`config.mk`:
```
export PLATFORM = sky130hd
export DESIGN_NAME = indent_dedent_tracker
export DESIGN_NICKNAME = d
export VERILOG_FILES = /design/src/rtl/idt_pkg.sv /design/src/rtl/idt_stack_mem.sv /design/src/rtl/idt_cfg.sv /design/src/rtl/indent_dedent_tracker.sv
export SDC_FILE = /design/constraint.sdc
export NUM_CORES = 1
export LEC_CHECK = 0
export ABC_AREA = 1
export BUFFER_PORTS_ARGS = -buffer_cell sky130_fd_sc_hd__buf_2
export CELL_PAD_IN_SITES_DETAIL_PLACEMENT = 1
export CELL_PAD_IN_SITES_GLOBAL_PLACEMENT = 1
export CORE_MARGIN = 2
export CORE_UTILIZATION = 42
export CTS_BUF_LIST = sky130_fd_sc_hd__clkbuf_8
export CTS_CLUSTER_SIZE = 8
export DETAILED_ROUTE_END_ITERATION = 8
export PLACE_DENSITY = 0.77
export SETUP_SLACK_MARGIN = 0.05
export SLEW_MARGIN = 15
export SYNTH_ARGS = -nofsm -noshare
export SYNTH_HDL_FRONTEND = slang
export SYNTH_HIERARCHICAL = 1
export SYNTH_SLANG_ARGS = --single-unit
```
`constraint.sdc`:
```
create_clock -name aclk -period 2.7 [get_ports aclk]
set_input_delay 0.675 -clock aclk [delete_from_list [all_inputs] [get_ports aclk]]
set_output_delay 0.675 -clock aclk [all_outputs]
set_load 0.005 [all_outputs]
```
`src/rtl/idt_pkg.sv`:
```
// ----------------------------------------------------------------------------
// idt_pkg
// Shared types and constants of the indent/dedent tracker: character codes,
// event kinds, sequencer states and the configuration register map.
// ----------------------------------------------------------------------------
`default_nettype none

package idt_pkg;

    // Character codes that matter at line start
    localparam logic [7:0] CH_TAB   = 8'd9;
    localparam logic [7:0] CH_NL    = 8'd10;
    localparam logic [7:0] CH_CR    = 8'd13;
    localparam logic [7:0] CH_SPACE = 8'd32;

    // Configuration register map
    localparam int unsigned CFG_ADDR_W   = 3;
    localparam int unsigned CFG_DATA_W   = 32;
    localparam int unsigned TAB_W        = 4;
    localparam logic [TAB_W-1:0] TAB_RESET = 4'd4;
    localparam logic [CFG_ADDR_W-3:0] REG_TAB_WIDTH = '0;

    typedef enum logic [1:0] {
        EV_INDENT    = 2'd0,
        EV_DEDENT    = 2'd1,
        EV_BADINDENT = 2'd2,
        EV_OVERFLOW  = 2'd3
    } event_kind_t;

    typedef enum logic [1:0] {
        ST_RUN,
        ST_POP,
        ST_ERR
    } state_t;

endpackage

`default_nettype wire

```
`src/rtl/idt_stack_mem.sv`:
```
// ----------------------------------------------------------------------------
// idt_stack_mem
// Level stack storage: one write port, one registered read port. The base
// entry always reads as zero, even if written; the tracker never writes it.
// ----------------------------------------------------------------------------
`default_nettype none

module idt_stack_mem #(
    parameter int unsigned DEPTH  = 16,
    parameter int unsigned WIDTH  = 8,
    parameter int unsigned ADDR_W = 4
) (
    input  wire logic              aclk,
    input  wire logic              wr_en,
    input  wire logic [ADDR_W-1:0] wr_addr,
    input  wire logic [WIDTH-1:0]  wr_data,
    input  wire logic              rd_en,
    input  wire logic [ADDR_W-1:0] rd_addr,
    output logic      [WIDTH-1:0]  rd_data
);

    logic [WIDTH-1:0] mem [DEPTH];
    logic [WIDTH-1:0] rd_data_reg;

    always_ff @(posedge aclk) begin
        if (wr_en) begin
            mem[wr_addr] <= wr_data;
        end
    end

    // Hold the last read word until the next read is issued
    always_ff @(posedge aclk) begin
        if (rd_en) begin
            if (rd_addr == '0) begin
                rd_data_reg <= '0;
            end else begin
                rd_data_reg <= mem[rd_addr];
            end
        end
    end

    assign rd_data = rd_data_reg;

endmodule

`default_nettype wire

```
`src/rtl/idt_cfg.sv`:
```
// ----------------------------------------------------------------------------
// idt_cfg
// APB register file of the tracker: holds the tab width.
// ----------------------------------------------------------------------------
`default_nettype none

module idt_cfg (
    input  wire logic                             aclk,
    input  wire logic                             aresetn,
    input  wire logic                             psel,
    input  wire logic                             penable,
    input  wire logic                             pwrite,
    input  wire logic [idt_pkg::CFG_ADDR_W-1:0]   paddr,
    input  wire logic [idt_pkg::CFG_DATA_W-1:0]   pwdata,
    output logic      [idt_pkg::CFG_DATA_W-1:0]   prdata,
    output logic                                  pready,
    output logic      [idt_pkg::TAB_W-1:0]        tab_width
);
    import idt_pkg::*;

    logic             sel_tab;
    logic [TAB_W-1:0] tab_width_reg;
    logic [TAB_W-1:0] tab_width_next;

    assign sel_tab = (paddr[CFG_ADDR_W-1:2] == REG_TAB_WIDTH);
    assign pready  = 1'b1;

    always_comb begin
        tab_width_next = tab_width_reg;
        if (psel && penable && pwrite && pready && sel_tab) begin
            tab_width_next = pwdata[TAB_W-1:0];
        end
    end

    always_ff @(posedge aclk) begin
        if (!aresetn) begin
            tab_width_reg <= TAB_RESET;
        end else begin
            tab_width_reg <= tab_width_next;
        end
    end

    assign prdata    = sel_tab ? CFG_DATA_W'(tab_width_reg) : '0;
    assign tab_width = tab_width_reg;

endmodule

`default_nettype wire

```
`src/rtl/indent_dedent_tracker.sv`:
```
// ----------------------------------------------------------------------------
// indent_dedent_tracker
// Line-start indentation tracker: turns a character stream into INDENT,
// DEDENT and indentation error events using a stack of indent columns.
//
// Usage:
//   Input channel (s_*): one character word per handshake, s_char_code plus
//   s_is_end for the end-of-input marker. Output channel (m_*): one event
//   word per handshake; m_last_of_run marks the final event of a character.
//   APB port: register 0 is the tab width (4 bits, reset 4).
//
//   Spaces, tabs, blank lines and mid-line characters produce no word and go
//   at one per cycle while the output register is free. A deeper line start
//   produces INDENT (or depth overflow) visible the cycle after acceptance; the
//   character rate is then one per cycle as long as the receiver keeps up.
//   A shallower line start pops levels from the stack memory. Each pop waits
//   on the registered read of the next level, and a trailing inconsistency
//   error follows the last DEDENT from its own state; input is held off
//   meanwhile.
//   When the receiver stalls, the pending event word holds in the output
//   register and input is held off until it is taken.
//   Reset clears the line state, the stack pointer and the output valid flag;
//   the stack memory needs no clearing pass since the base level reads as
//   zero and only pushed levels are ever read back.
// ----------------------------------------------------------------------------
`default_nettype none

module indent_dedent_tracker #(
    parameter int unsigned STACK_DEPTH = 16,
    parameter int unsigned COLUMN_BITS = 8
) (
    input  wire logic                           aclk,
    input  wire logic                           aresetn,
    // input character words
    input  wire logic                           s_valid,
    output logic                                s_ready,
    input  wire logic [7:0]                     s_char_code,
    input  wire logic                           s_is_end,
    // output event words
    output logic                                m_valid,
    input  wire logic                           m_ready,
    output logic      [1:0]                     m_event_kind,
    output logic      [7:0]                     m_indent_column,
    output logic                                m_last_of_run,
    // configuration
    input  wire logic                           psel,
    input  wire logic                           penable,
    input  wire logic                           pwrite,
    input  wire logic [idt_pkg::CFG_ADDR_W-1:0] paddr,
    input  wire logic [idt_pkg::CFG_DATA_W-1:0] pwdata,
    output logic      [idt_pkg::CFG_DATA_W-1:0] prdata,
    output logic                                pready
);
    import idt_pkg::*;

    localparam int unsigned PTR_W = (STACK_DEPTH > 1) ? $clog2(STACK_DEPTH) : 1;
    localparam int unsigned SUM_W = COLUMN_BITS + 1;
    localparam int unsigned EXT_W = (COLUMN_BITS > 8) ? COLUMN_BITS : 8;
    localparam logic [PTR_W-1:0] TOP_FULL = PTR_W'(STACK_DEPTH - 1);
    localparam logic [COLUMN_BITS-1:0] COL_MAX = {COLUMN_BITS{1'b1}};

    logic [TAB_W-1:0] tab_width;

    // Sequencer and line state
    state_t                 state_reg, state_next;
    logic                   at_line_start_reg, at_line_start_next;
    logic [COLUMN_BITS-1:0] column_count_reg, column_count_next;
    logic [PTR_W-1:0]       stack_top_reg, stack_top_next;
    logic [COLUMN_BITS-1:0] top_val_reg, top_val_next;   // copy of level at stack_top

    // Output register
    logic        m_valid_reg, m_valid_next;
    event_kind_t m_event_kind_reg, m_event_kind_next;
    logic [7:0]  m_indent_column_reg, m_indent_column_next;
    logic        m_last_of_run_reg, m_last_of_run_next;

    // Stack memory port
    logic                   mem_wr_en;
    logic [PTR_W-1:0]       mem_wr_addr;
    logic                   mem_rd_en;
    logic [PTR_W-1:0]       mem_rd_addr;
    logic [COLUMN_BITS-1:0] mem_rd_data;

    logic                   out_free;
    logic                   accept;
    logic                   emit;
    event_kind_t            emit_kind;
    logic                   emit_last;
    logic [SUM_W-1:0]       col_sum;
    logic [SUM_W-1:0]       col_inc;
    logic [COLUMN_BITS-1:0] col_sat;
    logic [EXT_W-1:0]       col_ext;

    idt_cfg u_cfg (
        .aclk     (aclk),
        .aresetn  (aresetn),
        .psel     (psel),
        .penable  (penable),
        .pwrite   (pwrite),
        .paddr    (paddr),
        .pwdata   (pwdata),
        .prdata   (prdata),
        .pready   (pready),
        .tab_width(tab_width)
    );

    idt_stack_mem #(
        .DEPTH (STACK_DEPTH),
        .WIDTH (COLUMN_BITS),
        .ADDR_W(PTR_W)
    ) u_stack (
        .aclk   (aclk),
        .wr_en  (mem_wr_en),
        .wr_addr(mem_wr_addr),
        .wr_data(column_count_reg),
        .rd_en  (mem_rd_en),
        .rd_addr(mem_rd_addr),
        .rd_data(mem_rd_data)
    );

    // Output word slot is free when empty or being taken this cycle
    assign out_free = !m_valid_reg || m_ready;
    assign s_ready  = (state_reg == ST_RUN) && out_free;
    assign accept   = s_valid && s_ready;

    // Saturating column increment: one for a space, tab_width for a tab
    assign col_inc = (s_char_code == CH_TAB) ? SUM_W'(tab_width) : SUM_W'(1);
    assign col_sum = {1'b0, column_count_reg} + col_inc;
    assign col_sat = col_sum[COLUMN_BITS] ? COL_MAX : col_sum[COLUMN_BITS-1:0];
    assign col_ext = EXT_W'(column_count_reg);

    always_comb begin
        state_next         = state_reg;
        at_line_start_next = at_line_start_reg;
        column_count_next  = column_count_reg;
        stack_top_next     = stack_top_reg;
        top_val_next       = top_val_reg;
        mem_wr_en          = 1'b0;
        mem_wr_addr        = stack_top_reg + PTR_W'(1);
        mem_rd_en          = 1'b0;
        mem_rd_addr        = stack_top_reg - PTR_W'(1);
        emit               = 1'b0;
        emit_kind          = EV_INDENT;
        emit_last          = 1'b1;

        case (state_reg)
            ST_RUN: begin
                if (accept) begin
                    if (!at_line_start_reg) begin
                        // mid-line: only a newline matters
                        if (!s_is_end && s_char_code == CH_NL) begin
                            at_line_start_next = 1'b1;
                            column_count_next  = '0;
                        end
                    end else if (!s_is_end &&
                                 (s_char_code == CH_SPACE || s_char_code == CH_TAB)) begin
                        column_count_next = col_sat;
                    end else if (!s_is_end &&
                                 (s_char_code == CH_NL || s_char_code == CH_CR)) begin
                        // blank line: restart the count
                        column_count_next = '0;
                    end else begin
                        at_line_start_next = 1'b0;
                        if (column_count_reg > top_val_reg) begin
                            emit = 1'b1;
                            if (stack_top_reg == TOP_FULL) begin
                                emit_kind = EV_OVERFLOW;
                            end else begin
                                emit_kind      = EV_INDENT;
                                mem_wr_en      = 1'b1;
                                stack_top_next = stack_top_reg + PTR_W'(1);
                                top_val_next   = column_count_reg;
                            end
                        end else if (column_count_reg < top_val_reg) begin
                            // fetch the level below and start popping
                            mem_rd_en      = 1'b1;
                            stack_top_next = stack_top_reg - PTR_W'(1);
                            state_next     = ST_POP;
                        end
                    end
                end
            end

            ST_POP: begin
                // mem_rd_data is the level now at stack_top
                if (out_free) begin
                    emit      = 1'b1;
                    emit_kind = EV_DEDENT;
                    if (mem_rd_data > column_count_reg) begin
                        emit_last      = 1'b0;
                        mem_rd_en      = 1'b1;
                        stack_top_next = stack_top_reg - PTR_W'(1);
                    end else if (mem_rd_data == column_count_reg) begin
                        top_val_next = mem_rd_data;
                        state_next   = ST_RUN;
                    end else begin
                        emit_last    = 1'b0;
                        top_val_next = mem_rd_data;
                        state_next   = ST_ERR;
                    end
                end
            end

            ST_ERR: begin
                if (out_free) begin
                    emit       = 1'b1;
                    emit_kind  = EV_BADINDENT;
                    state_next = ST_RUN;
                end
            end

            default: begin
                state_next = ST_RUN;
            end
        endcase
    end

    // Load a new word or drop the taken one
    always_comb begin
        m_valid_next         = m_valid_reg;
        m_event_kind_next    = m_event_kind_reg;
        m_indent_column_next = m_indent_column_reg;
        m_last_of_run_next   = m_last_of_run_reg;
        if (emit) begin
            m_valid_next         = 1'b1;
            m_event_kind_next    = emit_kind;
            m_indent_column_next = col_ext[7:0];
            m_last_of_run_next   = emit_last;
        end else if (m_ready) begin
            m_valid_next = 1'b0;
        end
    end

    always_ff @(posedge aclk) begin
        if (!aresetn) begin
            state_reg         <= ST_RUN;
            at_line_start_reg <= 1'b1;
            column_count_reg  <= '0;
            stack_top_reg     <= '0;
            top_val_reg       <= '0;
            m_valid_reg       <= 1'b0;
        end else begin
            state_reg         <= state_next;
            at_line_start_reg <= at_line_start_next;
            column_count_reg  <= column_count_next;
            stack_top_reg     <= stack_top_next;
            top_val_reg       <= top_val_next;
            m_valid_reg       <= m_valid_next;
        end
    end

    always_ff @(posedge aclk) begin
        m_event_kind_reg    <= m_event_kind_next;
        m_indent_column_reg <= m_indent_column_next;
        m_last_of_run_reg   <= m_last_of_run_next;
    end

    assign m_valid         = m_valid_reg;
    assign m_event_kind    = m_event_kind_reg;
    assign m_indent_column = m_indent_column_reg;
    assign m_last_of_run   = m_last_of_run_reg;

    // The cached top level is the base level whenever the stack is empty in the run state
    a_base_level_zero: assert property (@(posedge aclk) disable iff (!aresetn)
        (state_reg == ST_RUN && stack_top_reg == '0) |-> (top_val_reg == '0))
        else $error("top level cache nonzero at empty stack");

    // Overflow is only reported with the stack full
    a_overflow_when_full: assert property (@(posedge aclk) disable iff (!aresetn)
        (m_valid && m_event_kind_reg == EV_OVERFLOW) |-> (stack_top_reg == TOP_FULL))
        else $error("overflow reported below full depth");

    // A pending INDENT matches the freshly pushed level
    a_indent_pushed: assert property (@(posedge aclk) disable iff (!aresetn)
        (m_valid && m_event_kind_reg == EV_INDENT)
            |-> (top_val_reg == column_count_reg && stack_top_reg != '0))
        else $error("INDENT without matching push");

endmodule

`default_nettype wire

```
### Word level (Yosys, flattened, before mapping)

Memories as Yosys holds them, arrays and structs flattened. A register that Yosys moved wholly into a read port is not among the register bits.
Cells that the tools add are included.
W data, S select, Z words.

* word-level logic and storage cells: 145
* output and inout bits: 46
* memory bits (read-only): 0
* memories kept: 1
* bits in writable memories: 128
* latch bits: 0
* input bits: 51
* flip-flop bits (word level): 39

Memories
* u_stack.mem: words 16, width 8, read ports 1, clocked after memory_dff 1, write ports 1, line idt_stack_mem.sv:22 `logic [WIDTH-1:0] mem [DEPTH];`

* shifts and indexed selects: 0
* multiply operators: 0
* equality and inequality tests: 23
* mux-type cells: 79
* divide/modulo/power cells: 0
* reduce and logical (&&, ||, !) cells: 25
* order comparisons: 3
* add/sub/neg operators: 3
* bitwise gates (word level): 1

Operator list (count)
* $mux W8: 13
* $mux W4: 11
* $mux W2: 17
* $mux W1: 32
* $reduce_and A9 Y1: 3
* $eq A8 B4 Y1 const B: 3
* $ne A2 B2 Y1 const B: 10
* $gt A8 B8 Y1: 2
* $pmux W8 S2: 1
* $pmux W2 S3: 2
* $add A8 B4 Y9: 1
* $eq A8 B6 Y1 const B: 1
* $eq A8 B8 Y1: 1
* $logic_and A1 B1 Y1: 8
* $lt A8 B8 Y1: 1
* $pmux W4 S2: 1
* $ne A3 B1 Y1 const B: 2
* $reduce_bool A2 Y1: 3
* $add A4 B1 Y4 const B: 1
* $eq A4 B4 Y1 const B: 1
* $logic_not A4 Y1: 1
* $ne A2 B1 Y1 const B: 2
* $pmux W1 S2: 2
* $reduce_and A2 Y1: 2
* other kinds (10): 13

### Logic depth before layout (Yosys ltp)

* depth after elaboration: 10
* mapped depth: 16
* mapped depth without buffers: 16

### Cells and area by module

Netlist, hierarchy kept.

By module, submodules not included
* idt_stack_mem: instances 1, seq. area each 4083.9 um^2, cells an instance 567, area an instance 5889.4 um^2
* indent_dedent_tracker: instances 1, seq. area each 810.8 um^2, cells an instance 383, area an instance 2593.7 um^2
* idt_cfg: instances 1, seq. area each 80.1 um^2, cells an instance 68, area an instance 455.4 um^2

### Worst setup path before layout

OpenSTA, ideal clock, no wires.

* path kind: input port to flip-flop
* from: input port s_char_code[4]
* to: register column_count_reg[5], in the netlist col_ext[5]
* path buffers: 0
* cell stages on the path: 13
* required time: 2.576 ns
* library setup time: 0.124 ns
* slack: 0.096 ns
* arrival: 2.480 ns
* cell sequence: inv_1 -> nand2_2 -> nor2_4 -> nand2_2 -> or2_2 -> ha_1 -> fa_1 -> a21oi_1 -> o21ai_0 -> nand2_1 -> nor2_1 -> o21ai_0 -> o21ai_0

* word-level cells in the longest chain between the ends: 6
* elaborated cells between the ends (all ways): 17
* those cells by class: 1 x add/sub; 5 x eq/ne; 4 x mux; 7 x reduce/logical

Ends and longest elaborated chain
* start, declared: line indent_dedent_tracker.sv:37 `input wire logic [7:0] s_char_code,`
* $eq A8 B4 Y1: line indent_dedent_tracker.sv:127, indent_dedent_tracker.sv:156
* $mux W4: line indent_dedent_tracker.sv:127 `assign col_inc = (s_char_code == CH_TAB) ? SUM_W'(tab_width) : SUM_W'(1);`
* $add A8 B4 Y9: line indent_dedent_tracker.sv:128 `assign col_sum = {1'b0, column_count_reg} + col_inc;`
* $mux W8: line indent_dedent_tracker.sv:129 `assign col_sat = col_sum[COLUMN_BITS] ? COL_MAX : col_sum[COLUMN_BITS-1:0];`
* $mux W8: line indent_dedent_tracker.sv:155 `end else if (!s_is_end &&`
* $mux W8: line indent_dedent_tracker.sv:149 `if (!at_line_start_reg) begin`
* end signal, assigned: line indent_dedent_tracker.sv:245 `column_count_reg <= column_count_next;`
* end, declared: line indent_dedent_tracker.sv:67 `logic [COLUMN_BITS-1:0] column_count_reg, column_count_next;`

Parallel ways exist; a longest one is shown, timed or not.
A chain may end at the register's enable or synchronous reset.

### Worst setup path after layout

* from: register top_val_reg[7]
* to: memory u_stack.mem[10][3] (enable)

* word-level cells in the longest chain between the ends: 9

Ends and longest elaborated chain
* start, declared: line indent_dedent_tracker.sv:69 `logic [COLUMN_BITS-1:0] top_val_reg, top_val_next;`
* start signal, assigned: line indent_dedent_tracker.sv:247 `top_val_reg <= top_val_next;`
* $gt A8 B8 Y1: line indent_dedent_tracker.sv:164 `if (column_count_reg > top_val_reg) begin`
* $mux W1: line indent_dedent_tracker.sv:164
* $mux W1: line indent_dedent_tracker.sv:158 `end else if (!s_is_end &&`
* $mux W1: line indent_dedent_tracker.sv:155
* $mux W1: line indent_dedent_tracker.sv:149
* $mux W1: line indent_dedent_tracker.sv:148 `if (accept) begin`
* $mux W1: line indent_dedent_tracker.sv:146 `case (state_reg)`
* via mem_wr_en: line indent_dedent_tracker.sv:78 `logic mem_wr_en;`
* $mux W1: line idt_stack_mem.sv:26 `if (wr_en) begin`
* $mux W1 (implied by the code): line idt_stack_mem.sv:27 `mem[wr_addr] <= wr_data;`
* end, declared: line idt_stack_mem.sv:22

The timed path passes the listed nets, and every way through them passes these cells.

==> results.yml <==
setup_path:
  cp.arrival_ns: 2.67
  critPathKind: "register to register"
  worst_setup_path_end_kind: "register"
  critical_path.max_fanout: 8
  critPathLaunchType: "register"
  critPathRequiredTime_ns: 2.88
routing:
  routed_via_density: 4.86
  ant_nets: 0
  route.detailed.drc: 0
  wl_per_cell_um: 16.3
  drt_wl_total_mm: 22.5
  vias: 6695
  drtIter0Drc: 384
  dr.pass1.iters: 5
synthesis:
  synth_cell_types: 36
  syn_avg_cell_area_um2: 8.78
  synth_area_um2: 8940
  synth_top_area_share_pct: 49.4
  ys_warn_count: 6
  synth_area_leaders: "edfxtp_1 (49%), nand2_1 (14%), inv_1 (6.9%)"
  yosysTopAreaCell: "edfxtp_1"
  ys_seq_area_share_pct: 55.7
  syn_inst: 1018
  ys_ff_latch: 175
pwr:
  comb_power_share_pct: 40.4
  power_uw: 8910
  seq_power_share_pct: 38.1
  pwr-share-clk_pct: 21.5
  pwr_density_cell_nw_per_um2: 896
  p_int_uw: 5160
  power.switching_uw: 3750
  p_leak_uw: 0.00464
  netSwitchingFraction_pct: 42.1
  peakVddDrop_mv: 0.491
placement:
  dp_hpwl_mm: 15.7
  dpl_worst_slack_ns: -0.222
  place.gp.congestion: 0.804
  portBuffers: 37
cts:
  clock_latency_ns: 0.48
  cts_resized: 0
  cts_tree: "done"
  root_buffer: "clkbuf_8"
  cts.sinks: 175
  cts_setup_buffers: 0
  cts_buffers: 17
  clk_pin_slew_ns: 0.11
  clockBufferDepth: 2
  htreeDepth: 4
  ctsHoldBuffers: 0
floorplan:
  num_io_pins: 97
  fp.dieH_um: 150
  rows: 53
  dieArea_um2: 22500
  start_util_pct: 42.7
  die_w_um: 150
  core_um2: 21000
grt:
  grt_overflow_total: 0
  use_met1_pct: 26.5
  grt_max_degree: 72
  met2_usage_pct: 36.9
  antenna_found_initial: 0
  grt_util_all_layers_pct: 20.9
  globalRoute.busiestLayer: "met2"
  use_met3_pct: 3.32
  grt_pass1_vias: 6840
  grt_pass1_wl_mm: 35.6
layout:
  drive_above_1_share_pct: 13.1
  top_register: "u_stack/mem"
  final_cell_mix: "nand2_1 (333), inv_1 (163), edfxtp_1 (147), nand3_1 (89), nor2_1 (78)"
  final_common_cell: "nand2_1"
  largest_register_ffs: 128
  area_growth_syn_to_layout_pct: 11.2
  fillers: 2547
  layout.nets: 1168
  n_antenna_cell: 0
  fin_util_pct: 47.4
hold_path:
  hold_class: "input port to register"
sta:
  slew_viol_final: 0
  max_freq_ghz: 0.401
  fin_skew_ns: 0.0199
  worst_slack_ns: 0.205
  fin_crit_sh_pct: 92.4
  finalSetupViolations: 0
  rsz0062_at_grt: "no"
  hold_viol: 0
  min_period_ns: 2.50
  setup_tns_ns: 0
flow_run:
  maxCapViolCount: 0
outcome:
  status: "completed"
layer usage:
layer  vias to the layer above  wire (um)
li1                       3301          -
met1                      3257       9680
met2                       117      11600
met3                        20        872
met4                         0        348
met5                         -          0
metrics by stage:
stage	instances	hold slack, ns	cell area, um^2
after CTS	1378	0.377	9930
final	1378	0.401	9940
after detailed placement	1346	0.503	9510
after floorplan	1045	0.467	9040
after global routing	1378	0.430	9940
after global placement	1346	0.493	9510
cells in the mapped netlist (all sizes together):
cell,count
nand2,343
inv,168
edfxtp,147
nand3,91
nor2,86
buf,53
dfxtp,28
ha,26
o21ai,24
a21oi,22
xor2,5
clkbuf,4
nor3,3
o22ai,3
a21o,2
conb,2
nand3b,2
nand4,2
or2,2
fa,1
nor4,1
o211ai,1
o21bai,1
o32ai,1
power by group through the flow:
stage                     sequential (uW)  combinational [uW]  clock [uW]
after CTS                            3390                3590        1960
final                                3390                3600        1920
after floorplan                      3420                2500           0
after global routing                 3420                4020        2040
after global placement               3440                3400           0
after detailed placement             3450                3540           0
worst paths after layout:
kind	end	startpoint	cells after the start	slack, ns
min reg2reg	u_cfg/tab_width[0]	u_cfg/tab_width[0]	2	0.52
max reg2reg	u_stack/mem[10][3]	top_val_reg[7]	12	0.20
min	u_cfg/tab_width[2]	pwdata[2]	3	0.40
max	u_stack/mem[10][3]	top_val_reg[7]	12	0.20
cell families after synthesis:
kind of cell,Yosys count,share of synthesized area [%]
other,2,0.0840
flip-flops,175,55.7
XOR/XNOR,5,0.490
AO/OA/AOI/OAI,54,3.22
adder cells (fa/ha/maj),27,3.86
AND/OR/NAND/NOR,530,24.9
buffers and inverters,225,11.7
layout make-up:
cell class	instances	area [um^2]	area share [%]
repair buffers	83	543	5.46
multi-input cells	645	3030	30.4
clock buffers	17	234	2.35
flip-flops and latches	175	4970	50.1
inverters	168	631	6.35
well taps	275	344	3.46
clock inverters	15	186	1.88
worst max-delay path, stage by stage (launching register included):
cell and delay [ns]:
dfxtp_1 0.33, inv_1 0.05, ha_1 0.30, nand2_1 0.08, nor2_1 0.20, nand2_1 0.09, nand2_2 0.15, nand2_1 0.09
nor3_1 0.18, buf_4 0.16, nand3b_1 0.18, nor2_1 0.18, buf_4 0.20
Power figures use the tool's default switching activity.
